### config.mk
export PLATFORM = sky130hd
export DESIGN_NAME = soil_moisture_two_point_scaler_flat
export DESIGN_NICKNAME = d
export VERILOG_FILES = /design/src/rtl/smtps_pkg.sv /design/src/rtl/smtps_if.sv /design/src/rtl/soil_moisture_two_point_scaler.sv /design/src/rtl/smtps_div.sv /design/src/flat_wrapper.sv
export SDC_FILE = /design/constraint.sdc
export NUM_CORES = 1
export LEC_CHECK = 0
export ABC_AREA = 1
export BUFFER_PORTS_ARGS = -buffer_cell sky130_fd_sc_hd__buf_4
export CORE_AREA = 4 4 149 151
export DETAILED_ROUTE_END_ITERATION = 10
export DIE_AREA = 0 0 153 155
export PLACE_DENSITY = 0.79
export REMOVE_ABC_BUFFERS = 1
export SYNTH_ARGS = -nofsm -noshare
export SYNTH_HDL_FRONTEND = slang
export SYNTH_SLANG_ARGS = --single-unit
export TNS_END_PERCENT = 50
### constraint.sdc
create_clock -name clk_i -period 5.9 [get_ports clk_i]
set_clock_uncertainty 0.05 [all_clocks]
set_input_delay 1.18 -clock clk_i [delete_from_list [all_inputs] [get_ports clk_i]]
set_output_delay 1.18 -clock clk_i [all_outputs]
set_load 0.005 [all_outputs]
### src/rtl/smtps_pkg.sv
package smtps_pkg;

  // Field widths fixed by the interface.
  localparam int FUNC_W  = 2;
  localparam int ADC_W   = 12;
  localparam int CNT_W   = 8;
  localparam int SUM_W   = 20;
  localparam int MOIST_W = 14;

  // Shared divider: the scaled difference is the widest dividend.
  localparam int DIV_DW = ADC_W + MOIST_W;
  localparam int DIV_VW = ADC_W;

  localparam int ADC_BITS_DEF    = 12;
  localparam int MAX_SAMPLES_DEF = 255;

  localparam logic [CNT_W-1:0]   COUNT_RESET = CNT_W'(10);
  localparam logic [MOIST_W-1:0] FULL_SCALE  = MOIST_W'(10000);

  localparam logic [FUNC_W-1:0] FUNC_MEASURE = 2'd0;
  localparam logic [FUNC_W-1:0] FUNC_AIR     = 2'd1;
  localparam logic [FUNC_W-1:0] FUNC_WATER   = 2'd2;
  localparam logic [FUNC_W-1:0] FUNC_LOAD    = 2'd3;

  typedef struct packed {
    logic busy;
    logic done;
  } div_stat_t;

endpackage

### src/rtl/smtps_if.sv
interface smtps_in_if;
  import smtps_pkg::*;
  logic              valid;
  logic              ready;
  logic [FUNC_W-1:0] func;
  logic [ADC_W-1:0]  adc_sample;
  logic [ADC_W-1:0]  air_value;
  logic [ADC_W-1:0]  water_value;
  modport source (output valid, func, adc_sample, air_value, water_value, input ready);
  modport sink (input valid, func, adc_sample, air_value, water_value, output ready);
endinterface

interface smtps_cfg_if;
  import smtps_pkg::*;
  logic             valid;
  logic             ready;
  logic [CNT_W-1:0] data;
  modport source (output valid, data, input ready);
  modport sink (input valid, data, output ready);
endinterface

interface smtps_out_if;
  import smtps_pkg::*;
  logic               valid;
  logic               ready;
  logic [FUNC_W-1:0]  result_kind;
  logic [ADC_W-1:0]   average_count;
  logic [MOIST_W-1:0] moisture_hundredths;
  logic               calibration_invalid;
  modport source (output valid, result_kind, average_count, moisture_hundredths,
                  calibration_invalid, input ready);
  modport sink (input valid, result_kind, average_count, moisture_hundredths,
                calibration_invalid, output ready);
endinterface

### src/rtl/soil_moisture_two_point_scaler.sv
// A sample that does not end a burst, and a baseline load, only update registers.
// A burst's last sample starts the divider; its result word takes one 26-step pass of the
// bit-serial divider for a calibration burst or a measurement that needs no scaling, and
// two 26-step passes for a scaled measurement.
// Throughput: one word per cycle inside a burst; ready stays low while the result is formed.
// Reset clears the burst, both baselines and the output valid; sample_count returns to 10.
module soil_moisture_two_point_scaler #(
  parameter int ADC_BITS    = smtps_pkg::ADC_BITS_DEF,
  parameter int MAX_SAMPLES = smtps_pkg::MAX_SAMPLES_DEF
) (
  input  logic         clk_i,
  input  logic         rst_ni,
  smtps_in_if.sink     in_i,
  smtps_cfg_if.sink    cfg_i,
  smtps_out_if.source  res_o
);
  import smtps_pkg::*;

  localparam logic [ADC_W-1:0] ADC_MASK = (ADC_BITS >= ADC_W) ? {ADC_W{1'b1}}
                                          : ADC_W'((32'd1 << ADC_BITS) - 32'd1);
  localparam logic [CNT_W-1:0] MAX_CNT  = CNT_W'(MAX_SAMPLES);

  localparam logic [2:0] S_IDLE = 3'd0;
  localparam logic [2:0] S_DIV1 = 3'd1;
  localparam logic [2:0] S_MUL  = 3'd2;
  localparam logic [2:0] S_DIV2 = 3'd3;
  localparam logic [2:0] S_EMIT = 3'd4;

  logic [2:0]         state_q, state_d;
  logic [CNT_W-1:0]   count_q;
  logic [SUM_W-1:0]   sum_q;
  logic [CNT_W-1:0]   taken_q;
  logic [FUNC_W-1:0]  mode_q;
  logic [ADC_W-1:0]   air_q, water_q;
  logic [FUNC_W-1:0]  kind_q;
  logic [ADC_W-1:0]   avg_q;
  logic [MOIST_W-1:0] moist_q;
  logic               inv_q;

  logic               out_valid_q;
  logic [FUNC_W-1:0]  out_kind_q;
  logic [ADC_W-1:0]   out_avg_q;
  logic [MOIST_W-1:0] out_moist_q;
  logic               out_inv_q;

  logic               accept, is_load, burst_end, emit_fire, need_scale;
  logic [CNT_W-1:0]   blen, taken_new;
  logic [SUM_W-1:0]   sum_new;
  logic [FUNC_W-1:0]  mode_new;
  logic [ADC_W-1:0]   avg_new, span, diff;

  logic               div_start;
  logic [DIV_DW-1:0]  div_dividend, div_quo;
  logic [DIV_VW-1:0]  div_divisor;
  div_stat_t          div_stat;

  assign cfg_i.ready = 1'b1;
  assign in_i.ready  = (state_q == S_IDLE);
  assign accept      = in_i.valid && in_i.ready;
  assign is_load     = (in_i.func == FUNC_LOAD);

  always_comb begin
    if (count_q == '0) begin
      blen = CNT_W'(1);
    end else if (count_q > MAX_CNT) begin
      blen = MAX_CNT;
    end else begin
      blen = count_q;
    end
  end

  // A burst never runs past 255 samples, so the count cannot wrap here.
  assign taken_new = taken_q + CNT_W'(1);
  assign sum_new   = ((taken_q == '0) ? '0 : sum_q) + SUM_W'(in_i.adc_sample & ADC_MASK);
  assign mode_new  = (taken_q == '0) ? in_i.func : mode_q;
  assign burst_end = accept && !is_load && (taken_new >= blen);

  assign avg_new    = div_quo[ADC_W-1:0] & ADC_MASK;
  assign span       = air_q - water_q;
  assign diff       = air_q - avg_q;
  assign need_scale = (kind_q == FUNC_MEASURE) && (air_q > water_q) && (avg_q < air_q);
  assign emit_fire  = (state_q == S_EMIT) && (!out_valid_q || res_o.ready);

  // The divider averages the burst, then, where needed, scales the air-baseline distance.
  assign div_start    = burst_end || ((state_q == S_MUL) && need_scale);
  assign div_dividend = (state_q == S_MUL) ? DIV_DW'(diff) * DIV_DW'(FULL_SCALE)
                                           : DIV_DW'(sum_new);
  assign div_divisor  = (state_q == S_MUL) ? span : DIV_VW'(taken_new);

  smtps_div #(
    .DW (DIV_DW),
    .VW (DIV_VW)
  ) u_div (
    .clk_i      (clk_i),
    .rst_ni     (rst_ni),
    .start_i    (div_start),
    .dividend_i (div_dividend),
    .divisor_i  (div_divisor),
    .quotient_o (div_quo),
    .stat_o     (div_stat)
  );

  always_comb begin
    state_d = state_q;
    unique case (state_q)
      S_IDLE: if (burst_end) state_d = S_DIV1;
      S_DIV1: if (div_stat.done) state_d = S_MUL;
      S_MUL:  state_d = need_scale ? S_DIV2 : S_EMIT;
      S_DIV2: if (div_stat.done) state_d = S_EMIT;
      S_EMIT: if (emit_fire) state_d = S_IDLE;
      default: state_d = S_IDLE;
    endcase
  end

  always_ff @(posedge clk_i or negedge rst_ni) begin
    if (!rst_ni) begin
      state_q <= S_IDLE;
      count_q <= COUNT_RESET;
      sum_q   <= '0;
      taken_q <= '0;
      mode_q  <= FUNC_MEASURE;
      air_q   <= '0;
      water_q <= '0;
    end else begin
      state_q <= state_d;
      if (cfg_i.valid && cfg_i.ready) begin
        count_q <= cfg_i.data;
      end
      if (accept && is_load) begin
        air_q   <= in_i.air_value;
        water_q <= in_i.water_value;
      end else if (accept) begin
        sum_q   <= burst_end ? '0 : sum_new;
        taken_q <= burst_end ? '0 : taken_new;
        mode_q  <= mode_new;
      end
      if ((state_q == S_DIV1) && div_stat.done) begin
        if (kind_q == FUNC_AIR) begin
          air_q <= avg_new;
        end else if (kind_q == FUNC_WATER) begin
          water_q <= avg_new;
        end
      end
    end
  end

  always_ff @(posedge clk_i) begin
    if (burst_end) begin
      kind_q <= mode_new;
    end
    if ((state_q == S_DIV1) && div_stat.done) begin
      avg_q <= avg_new;
    end
    if (state_q == S_MUL) begin
      inv_q   <= !(air_q > water_q);
      moist_q <= '0;
    end
    if ((state_q == S_DIV2) && div_stat.done) begin
      moist_q <= (div_quo > DIV_DW'(FULL_SCALE)) ? FULL_SCALE : div_quo[MOIST_W-1:0];
    end
  end

  // Output register: the finished word waits here while a new burst starts.
  always_ff @(posedge clk_i or negedge rst_ni) begin
    if (!rst_ni) begin
      out_valid_q <= 1'b0;
    end else if (emit_fire) begin
      out_valid_q <= 1'b1;
    end else if (res_o.ready) begin
      out_valid_q <= 1'b0;
    end
  end

  always_ff @(posedge clk_i) begin
    if (emit_fire) begin
      out_kind_q  <= kind_q;
      out_avg_q   <= avg_q;
      out_moist_q <= moist_q;
      out_inv_q   <= inv_q;
    end
  end

  assign res_o.valid               = out_valid_q;
  assign res_o.result_kind         = out_kind_q;
  assign res_o.average_count       = out_avg_q;
  assign res_o.moisture_hundredths = out_moist_q;
  assign res_o.calibration_invalid = out_inv_q;

  a_burst_to_div: assert property (@(posedge clk_i) disable iff (!rst_ni)
    burst_end |=> state_q == S_DIV1 && div_stat.busy) else $error("burst end missed divider");
  a_burst_cleared: assert property (@(posedge clk_i) disable iff (!rst_ni)
    state_q != S_IDLE |-> taken_q == '0) else $error("burst left open while busy");
  a_invalid_zero: assert property (@(posedge clk_i) disable iff (!rst_ni)
    res_o.valid && res_o.calibration_invalid |-> res_o.moisture_hundredths == '0)
    else $error("moisture given with invalid calibration");
  a_calib_zero: assert property (@(posedge clk_i) disable iff (!rst_ni)
    res_o.valid && res_o.result_kind != FUNC_MEASURE |-> res_o.moisture_hundredths == '0)
    else $error("moisture given for a calibration word");

endmodule

### src/rtl/smtps_div.sv
module smtps_div #(
  parameter int DW = smtps_pkg::DIV_DW,
  parameter int VW = smtps_pkg::DIV_VW
) (
  input  logic                  clk_i,
  input  logic                  rst_ni,
  input  logic                  start_i,
  input  logic [DW-1:0]         dividend_i,
  input  logic [VW-1:0]         divisor_i,
  output logic [DW-1:0]         quotient_o,
  output smtps_pkg::div_stat_t  stat_o
);
  import smtps_pkg::*;

  localparam int CW = $clog2(DW + 1);

  logic [VW-1:0] rem_q, rem_d;
  logic [DW-1:0] quo_q, quo_d;
  logic [VW-1:0] div_q;
  logic [CW-1:0] cnt_q;
  logic          busy_q, done_q;
  logic [VW:0]   trial, diff;
  logic          ge;

  // Restoring division, one quotient bit per cycle, MSB first.
  always_comb begin
    trial = {rem_q, quo_q[DW-1]};
    diff  = trial - {1'b0, div_q};
    ge    = ~diff[VW];
    rem_d = ge ? diff[VW-1:0] : trial[VW-1:0];
    quo_d = {quo_q[DW-2:0], ge};
  end

  always_ff @(posedge clk_i or negedge rst_ni) begin
    if (!rst_ni) begin
      busy_q <= 1'b0;
      done_q <= 1'b0;
      cnt_q  <= '0;
    end else begin
      done_q <= 1'b0;
      if (start_i) begin
        busy_q <= 1'b1;
        cnt_q  <= CW'(DW);
      end else if (busy_q) begin
        cnt_q <= cnt_q - CW'(1);
        if (cnt_q == CW'(1)) begin
          busy_q <= 1'b0;
          done_q <= 1'b1;
        end
      end
    end
  end

  always_ff @(posedge clk_i) begin
    if (start_i) begin
      quo_q <= dividend_i;
      rem_q <= '0;
      div_q <= divisor_i;
    end else if (busy_q) begin
      quo_q <= quo_d;
      rem_q <= rem_d;
    end
  end

  assign quotient_o  = quo_q;
  assign stat_o.busy = busy_q;
  assign stat_o.done = done_q;

  a_no_restart: assert property (@(posedge clk_i) disable iff (!rst_ni)
    busy_q |-> !start_i) else $error("divider restarted while busy");
  a_done_after_busy: assert property (@(posedge clk_i) disable iff (!rst_ni)
    done_q |-> $past(busy_q) && !busy_q) else $error("done without a finished run");
  a_run_length: assert property (@(posedge clk_i) disable iff (!rst_ni)
    busy_q |-> cnt_q != '0) else $error("divider step count ran out while busy");

endmodule

### src/flat_wrapper.sv
// flat-port wrapper written by rule: the top's interface ports become plain ports
module soil_moisture_two_point_scaler_flat import smtps_pkg::*;
#(
  parameter int ADC_BITS    = smtps_pkg::ADC_BITS_DEF,
  parameter int MAX_SAMPLES = smtps_pkg::MAX_SAMPLES_DEF
)
  (clk_i, rst_ni, in_i_valid, in_i_func, in_i_adc_sample, in_i_air_value, in_i_water_value, in_i_ready, cfg_i_valid, cfg_i_data, cfg_i_ready, res_o_valid, res_o_result_kind, res_o_average_count, res_o_moisture_hundredths, res_o_calibration_invalid, res_o_ready);
  smtps_in_if in_i_i ();
  smtps_cfg_if cfg_i_i ();
  smtps_out_if res_o_i ();
  input  logic clk_i;
  input  logic rst_ni;
  input wire logic [$bits(in_i_i.valid)-1:0] in_i_valid;
  input wire logic [$bits(in_i_i.func)-1:0] in_i_func;
  input wire logic [$bits(in_i_i.adc_sample)-1:0] in_i_adc_sample;
  input wire logic [$bits(in_i_i.air_value)-1:0] in_i_air_value;
  input wire logic [$bits(in_i_i.water_value)-1:0] in_i_water_value;
  output wire logic [$bits(in_i_i.ready)-1:0] in_i_ready;
  input wire logic [$bits(cfg_i_i.valid)-1:0] cfg_i_valid;
  input wire logic [$bits(cfg_i_i.data)-1:0] cfg_i_data;
  output wire logic [$bits(cfg_i_i.ready)-1:0] cfg_i_ready;
  output wire logic [$bits(res_o_i.valid)-1:0] res_o_valid;
  output wire logic [$bits(res_o_i.result_kind)-1:0] res_o_result_kind;
  output wire logic [$bits(res_o_i.average_count)-1:0] res_o_average_count;
  output wire logic [$bits(res_o_i.moisture_hundredths)-1:0] res_o_moisture_hundredths;
  output wire logic [$bits(res_o_i.calibration_invalid)-1:0] res_o_calibration_invalid;
  input wire logic [$bits(res_o_i.ready)-1:0] res_o_ready;
  assign in_i_i.valid = in_i_valid;
  assign in_i_i.func = in_i_func;
  assign in_i_i.adc_sample = in_i_adc_sample;
  assign in_i_i.air_value = in_i_air_value;
  assign in_i_i.water_value = in_i_water_value;
  assign in_i_ready = in_i_i.ready;
  assign cfg_i_i.valid = cfg_i_valid;
  assign cfg_i_i.data = cfg_i_data;
  assign cfg_i_ready = cfg_i_i.ready;
  assign res_o_valid = res_o_i.valid;
  assign res_o_result_kind = res_o_i.result_kind;
  assign res_o_average_count = res_o_i.average_count;
  assign res_o_moisture_hundredths = res_o_i.moisture_hundredths;
  assign res_o_calibration_invalid = res_o_i.calibration_invalid;
  assign res_o_i.ready = res_o_ready;
  soil_moisture_two_point_scaler #(.ADC_BITS(ADC_BITS), .MAX_SAMPLES(MAX_SAMPLES)) u_core (.clk_i(clk_i), .rst_ni(rst_ni), .in_i(in_i_i), .cfg_i(cfg_i_i), .res_o(res_o_i));
endmodule
# --- Word-level counts from Yosys, hierarchy flattened ---
# Index checks and enable logic that the tools add are counted.
totals:
  regBits: 181
  input_bits: 51
  out_inout_bits: 32
  word_cells: 110
op_classes:
  add_sub_neg: 6
  mul: 1
  magnitude_cmp: 5
  eq_ne: 12
  muxes: 37
  bitwise_logic: 2
  reduce_logical: 24
ops:
  columns: ["operator", "n"]
  rows:
  - ["$mux W12", 8]
  - ["$mux W26", 3]
  - ["$mux W14", 3]
  - ["$mux W20", 2]
  - ["$mux W8", 4]
  - ["$gt A26 B14 Y1 const B", 1]
  - ["$sub A12 B12 Y12", 2]
  - ["$mul A12 B10 Y22 const B", 1]
  - ["$add A20 B12 Y20", 1]
  - ["$logic_not A8 Y1", 2]
  - ["$mux W3", 5]
  - ["$pmux W3 S5", 1]
  - ["$sub A13 B12 Y13", 1]
  - ["$gt A12 B12 Y1", 1]
  - ["$lt A12 B12 Y1", 1]
  - ["$logic_and A1 B1 Y1", 10]
  - ["$mux W5", 2]
  - ["$add A8 B1 Y8 const B", 1]
  - ["$ge A8 B8 Y1", 1]
  - ["$gt A8 B8 Y1 const B", 1]
  - ["$mux W1", 8]
  - ["$eq A3 B2 Y1 const B", 2]
  - ["$ne A2 B2 Y1 const B", 3]
  - ["$reduce_bool A2 Y1", 3]
  - ["15 further kinds", 20]

# --- Logic depth before layout (Yosys ltp) ---
depth:
  depth_word: 7
  mapped_depth: 30
  ltp_nobuf: 30

# --- Hierarchy ---
# From an unflattened synthesis, not the netlist that was laid out.
unflattened:
  cells_unflattened: 1615
  area_unflattened_um2: 12827.3
by_module_without_submodules:
  columns: ["mod", "instances", "cells_each", "area_each_um2", "seq_area_each_um2"]
  rows:
  - ["soil_moisture_two_point_scaler", 1, 1219, 9713.1, 3395.8]
  - ["smtps_div", 1, 396, 3114.2, 1556.5]

# --- Worst setup path after synthesis ---
# OpenSTA, ideal clock, no wires.
synth_path:
  path_kind: "register to register"
  start: "register u_core.avg_q[0]"
  end: "register u_core.u_div.quo_q[19], in the netlist u_core.u_div.quotient_o[19] (data pin)"
  setup_time_ns: 0.252
  t_arrival_ns: 5.063
  required_time_ns: 5.598
  slack_ns: 0.535
  stages_incl_launch_ff: 22
  n_path_buf: 0
  synth_period_minus_slack_ns: 5.365
  path_cell_list: "edfxtp_1 ha_1 fa_1 o21ai_2 a21oi_1 o21bai_1 xor2_1 fa_1 ha_1 inv_1 fa_1 inv_1 ha_1 ha_1 ha_1 a21oi_1 a21boi_0 nand4_1 a21oi_1 nor2_1 nand2_1 nand2_1"
synth_between:
  elab_chain_cells: 5
  word_cells_on_any_way: 8
  classes_between: "add/sub (1); mul (1); order compare (1); mux (2); reduce/logical (3)"
synth_lines:
  columns: ["item", "line", "source"]
  rows:
  - ["start, declared", "soil_moisture_two_point_scaler.sv:36", "logic [ADC_W-1:0] avg_q;"]
  - ["start signal, assigned", "soil_moisture_two_point_scaler.sv:152", "avg_q <= avg_new;"]
  - ["parallel branches: the longest is 4 deep, another holds $mul A12 B10 Y22", null, null]
  - ["$mux W26 *", "smtps_div.sv:55", "if (start_i) begin"]
  - ["end signal, assigned", "smtps_div.sv:56", "quo_q <= dividend_i;"]
  - ["end signal, assigned", "smtps_div.sv:60", "quo_q <= quo_d;"]
  - ["end, declared", "smtps_div.sv:18", "logic [DW-1:0] quo_q, quo_d;"]
# Mark *: on every way between the ends.
# A chain may end at the register's enable or synchronous reset.

# --- Final worst setup path ---
# Ends and elaborated chain as after synthesis.

==> results.yml <==
floorplanning:
  die-area_um2: 23700
  rows: 53
  initial_core_util_pct: 60.0
  core_um2: 20800
  ioPinCount: 83
  die_x_um: 153
  die_height_um: 155
critical_path:
  r2r_slack_ps: 360
  cp_data_required_time_ps: 6060
  crit_fanout: 5
  critical_path_class: "register to register"
  crit_arrival_ps: 5700
  reg2reg_to: "u_core.u_div.quotient_o[19]"
  start_kind: "register"
  reg2reg_depth: 25
  timing.rr.start: "u_core.avg_q[0]"
  end_kind: "register"
timing:
  worstMarginPinSlew_ps: 992
  setup_viol: 0
  fin_tns_setup_ps: 0
  rsz0062_at_grt: "no"
  fmax_ghz: 0.180
  slew_headroom_pct: 33.3
  period_needed_ps: 5540
  finalMaxSlewViolations: 0
  period_share_pct: 94.0
  final-hold-violation-count: 0
layout:
  fill_cells: 1719
  layout-drive-gt1-share_pct: 11.2
  multi_input_area_um2: 6450
  antenna-diode-count: 0
  layout.area.seq_um2: 4950
  layout.nets: 1796
  syn_to_final_growth_pct: 12.7
worst_hold_path:
  holdPathStages: 0
  hold_start: "u_core.moist_q[10]"
  hold_path_end: "u_core.res_o.moisture_hundredths[10]"
  hp-class: "register to register"
cts:
  cts_resized: 0
  cts-root-buf: "clkbuf_16"
  cts.htree.levels: 4
  tritoncts.num_buffers: 17
  clock_path_buffers: 2
  clk_pin_slew_ps: 80
  cts_setup_buffers: 0
  cts_tree: "done"
  clock_latency_ps: 450
  holdBufCountCts: 0
  cts_sinks: 181
global_routing:
  grt_max_degree: 56
  antenna_found_initial: 1
  grt_pass1_vias: 10100
  grt_pass1_wl_um: 51300
  grt_usage_pct: 26.8
  grt_overflow_total: 0
synthesis:
  syn_area_um2: 12500
  ys.flop_type: "edfxtp_1"
  synthCells: 1517
  synthMuxAreaShare_pct: 0
  synth-edff-count: 96
  synth_top_family_by_area: "simple AND/OR/NAND/NOR gates"
  ys_ff_latch: 181
  synthSimpleGateAreaFrac_pct: 21.6
  ys_async_sr_fraction_pct: 40.3
  syn_avg_cell_area_um2: 8.24
  ys_warn_count: 0
  ys_types: 50
  synth_xor_area_share_pct: 3.15
  synth-adder-area-share_pct: 15.9
  ys_seq_area_share_pct: 39.6
  synth_compound_area_share_pct: 10.6
routing:
  wl_um: 31600
  vias_per_cell: 5.58
  first_pass_iters: 5
  drc: 0
  drt_iter0_markers: 1031
  wl_per_cell_um: 16.7
  ant_nets: 0
  vias: 10500
placement:
  routabilityCongestion: 0.949
  dp_hpwl_um: 24100
  numPortBuffers: 81
run:
  cap_violations: 0
status:
  status: "finished clean"
cells in the mapped netlist (9+ instances only):
cell      number  area share, %
inv_1        254            7.6
nand3_2       10           0.80
ha_1         119             12
dfxtp_1       12            1.9
o21ai_0       89            3.6
nand2_1      335             10
nor2_1       117            3.5
nor3_1        36            1.4
nand4_1       13           0.65
o22ai_1       46            2.3
edfxtp_1      96             23
o21bai_1       9           0.54
dfrtp_1       71             14
nand3_1       78            3.1
or2_2         16           0.80
a21oi_1       53            2.1
clkbuf_1      23           0.69
xor2_1        27            1.9
fa_1          25            4.0
xnor2_1       18            1.3
how the worst max path moves through the flow:
stage,from,to,slack (ps),cells after the start
3_3_place_gp,u_core.avg_q[0],u_core.u_div.quotient_o[19],440,21
3_5_place_dp,u_core.avg_q[0],u_core.u_div.quotient_o[19],240,21
6_report,u_core.avg_q[0],u_core.u_div.quotient_o[19],360,25
5_1_grt,u_core.avg_q[3],u_core.u_div.quotient_o[22],50,30
2_1_floorplan,u_core.avg_q[0],u_core.u_div.quotient_o[19],510,21
4_1_cts,u_core.avg_q[0],u_core.u_div.quotient_o[19],190,21
through the flow:
step	hold WS [ps]	setup slack [ps]	utilization (%)	instance area, µm²	std cells
after floorplan	350	515	-	12300	1484
after global placement	356	438	64.4	13400	1857
after detailed placement	355	240	64.4	13400	1857
after CTS	374	186	67.5	14100	1889
after global routing	379	46.5	67.6	14100	1889
final	374	357	67.6	14100	1889
state kept, by name, indices dropped and copies added, names as in the netlist, 12 cells and up:
name,cells
u_core.moist_q,14
u_core.res_o.average_count,12
u_core.water_q,12
u_core.air_q,12
u_core.avg_q,12
u_core.u_div.div_q,12
u_core.u_div.rem_q,12
u_core.sum_q,20
u_core.res_o.moisture_hundredths,14
u_core.u_div.quotient_o,26
logic make-up (layout without fill, tap and decap cells):
kind of cell | Yosys count | count (layout)
xor+xnor | 45 | 45
simple gates | 624 | 624
other cells | 1 | 1
flops | 181 | 181
buf+inv | 290 | 387
compound gates | 232 | 232
fa+ha+maj | 144 | 144
metal layers:
metal  part of all wire [%]  track usage, %  vias to the layer above  wire [µm]
li1                       -               -                     5157          -
met1                     43            36.9                     4941      13600
met2                     48            44.5                      394      15000
met3                    7.1            4.70                       47       2250
met4                    2.4            7.17                        0        760
met5                      0               0                        -          0
worst max-delay path, stage by stage (launching register included):
cell	delay, ps
edfxtp_1	400
ha_1	260
fa_2	380
o21ai_2	210
buf_4	170
nand2_1	50
nand3_1	70
xor2_1	220
inv_1	100
fa_1	450
ha_1	330
fa_1	480
ha_1	290
inv_1	50
fa_1	490
inv_1	50
ha_1	360
nand2_1	130
nor2_2	150
nand3_1	130
nand3_1	100
nand2_1	50
a21oi_1	120
nor2_1	70
nand2_1	80
nand2_1	50
cell usage in the layout, fill, tap and decap left out, types with 4 or more instances in the layout:
| master | netlist | final |
|---|---|---|
| o21bai_1 | 9 | 9 |
| dfxtp_1 | 12 | 12 |
| nor2_2 | 2 | 4 |
| nor2_1 | 117 | 115 |
| nand3_2 | 10 | 10 |
| edfxtp_1 | 96 | 96 |
| xor2_1 | 27 | 26 |
| a21o_1 | 5 | 5 |
| nand3b_1 | 4 | 4 |
| dfrtp_1 | 71 | 71 |
| buf_4 | 2 | 98 |
| xnor2_1 | 18 | 17 |
| ha_1 | 119 | 119 |
| inv_1 | 254 | 254 |
| fa_1 | 25 | 24 |
| nor3_1 | 36 | 35 |
| clkbuf_16 | 0 | 17 |
| o21ai_0 | 89 | 88 |
| nand2_1 | 335 | 335 |
| clkinv_8 | 0 | 6 |
| o22ai_1 | 46 | 46 |
| nand3_1 | 78 | 78 |
| a21oi_1 | 53 | 52 |
| nand4_1 | 13 | 13 |
| or2_2 | 16 | 16 |
| o21ai_1 | 7 | 8 |
| o211ai_1 | 6 | 6 |
| nor4_1 | 4 | 4 |
layout make-up:
type / instances / share of cell area, %
clock inverters: 15 / 1.53
clock buffers: 17 / 3.02
well taps: 275 / 2.44
flip-flops and latches: 181 / 35.2
multi-input cells: 1046 / 45.8
repair buffers: 98 / 5.22
inverters: 257 / 6.85
Power is left out: the tool's default activity adds up to more than one toggle a clock period on the data nets, which glitch-free logic cannot reach.
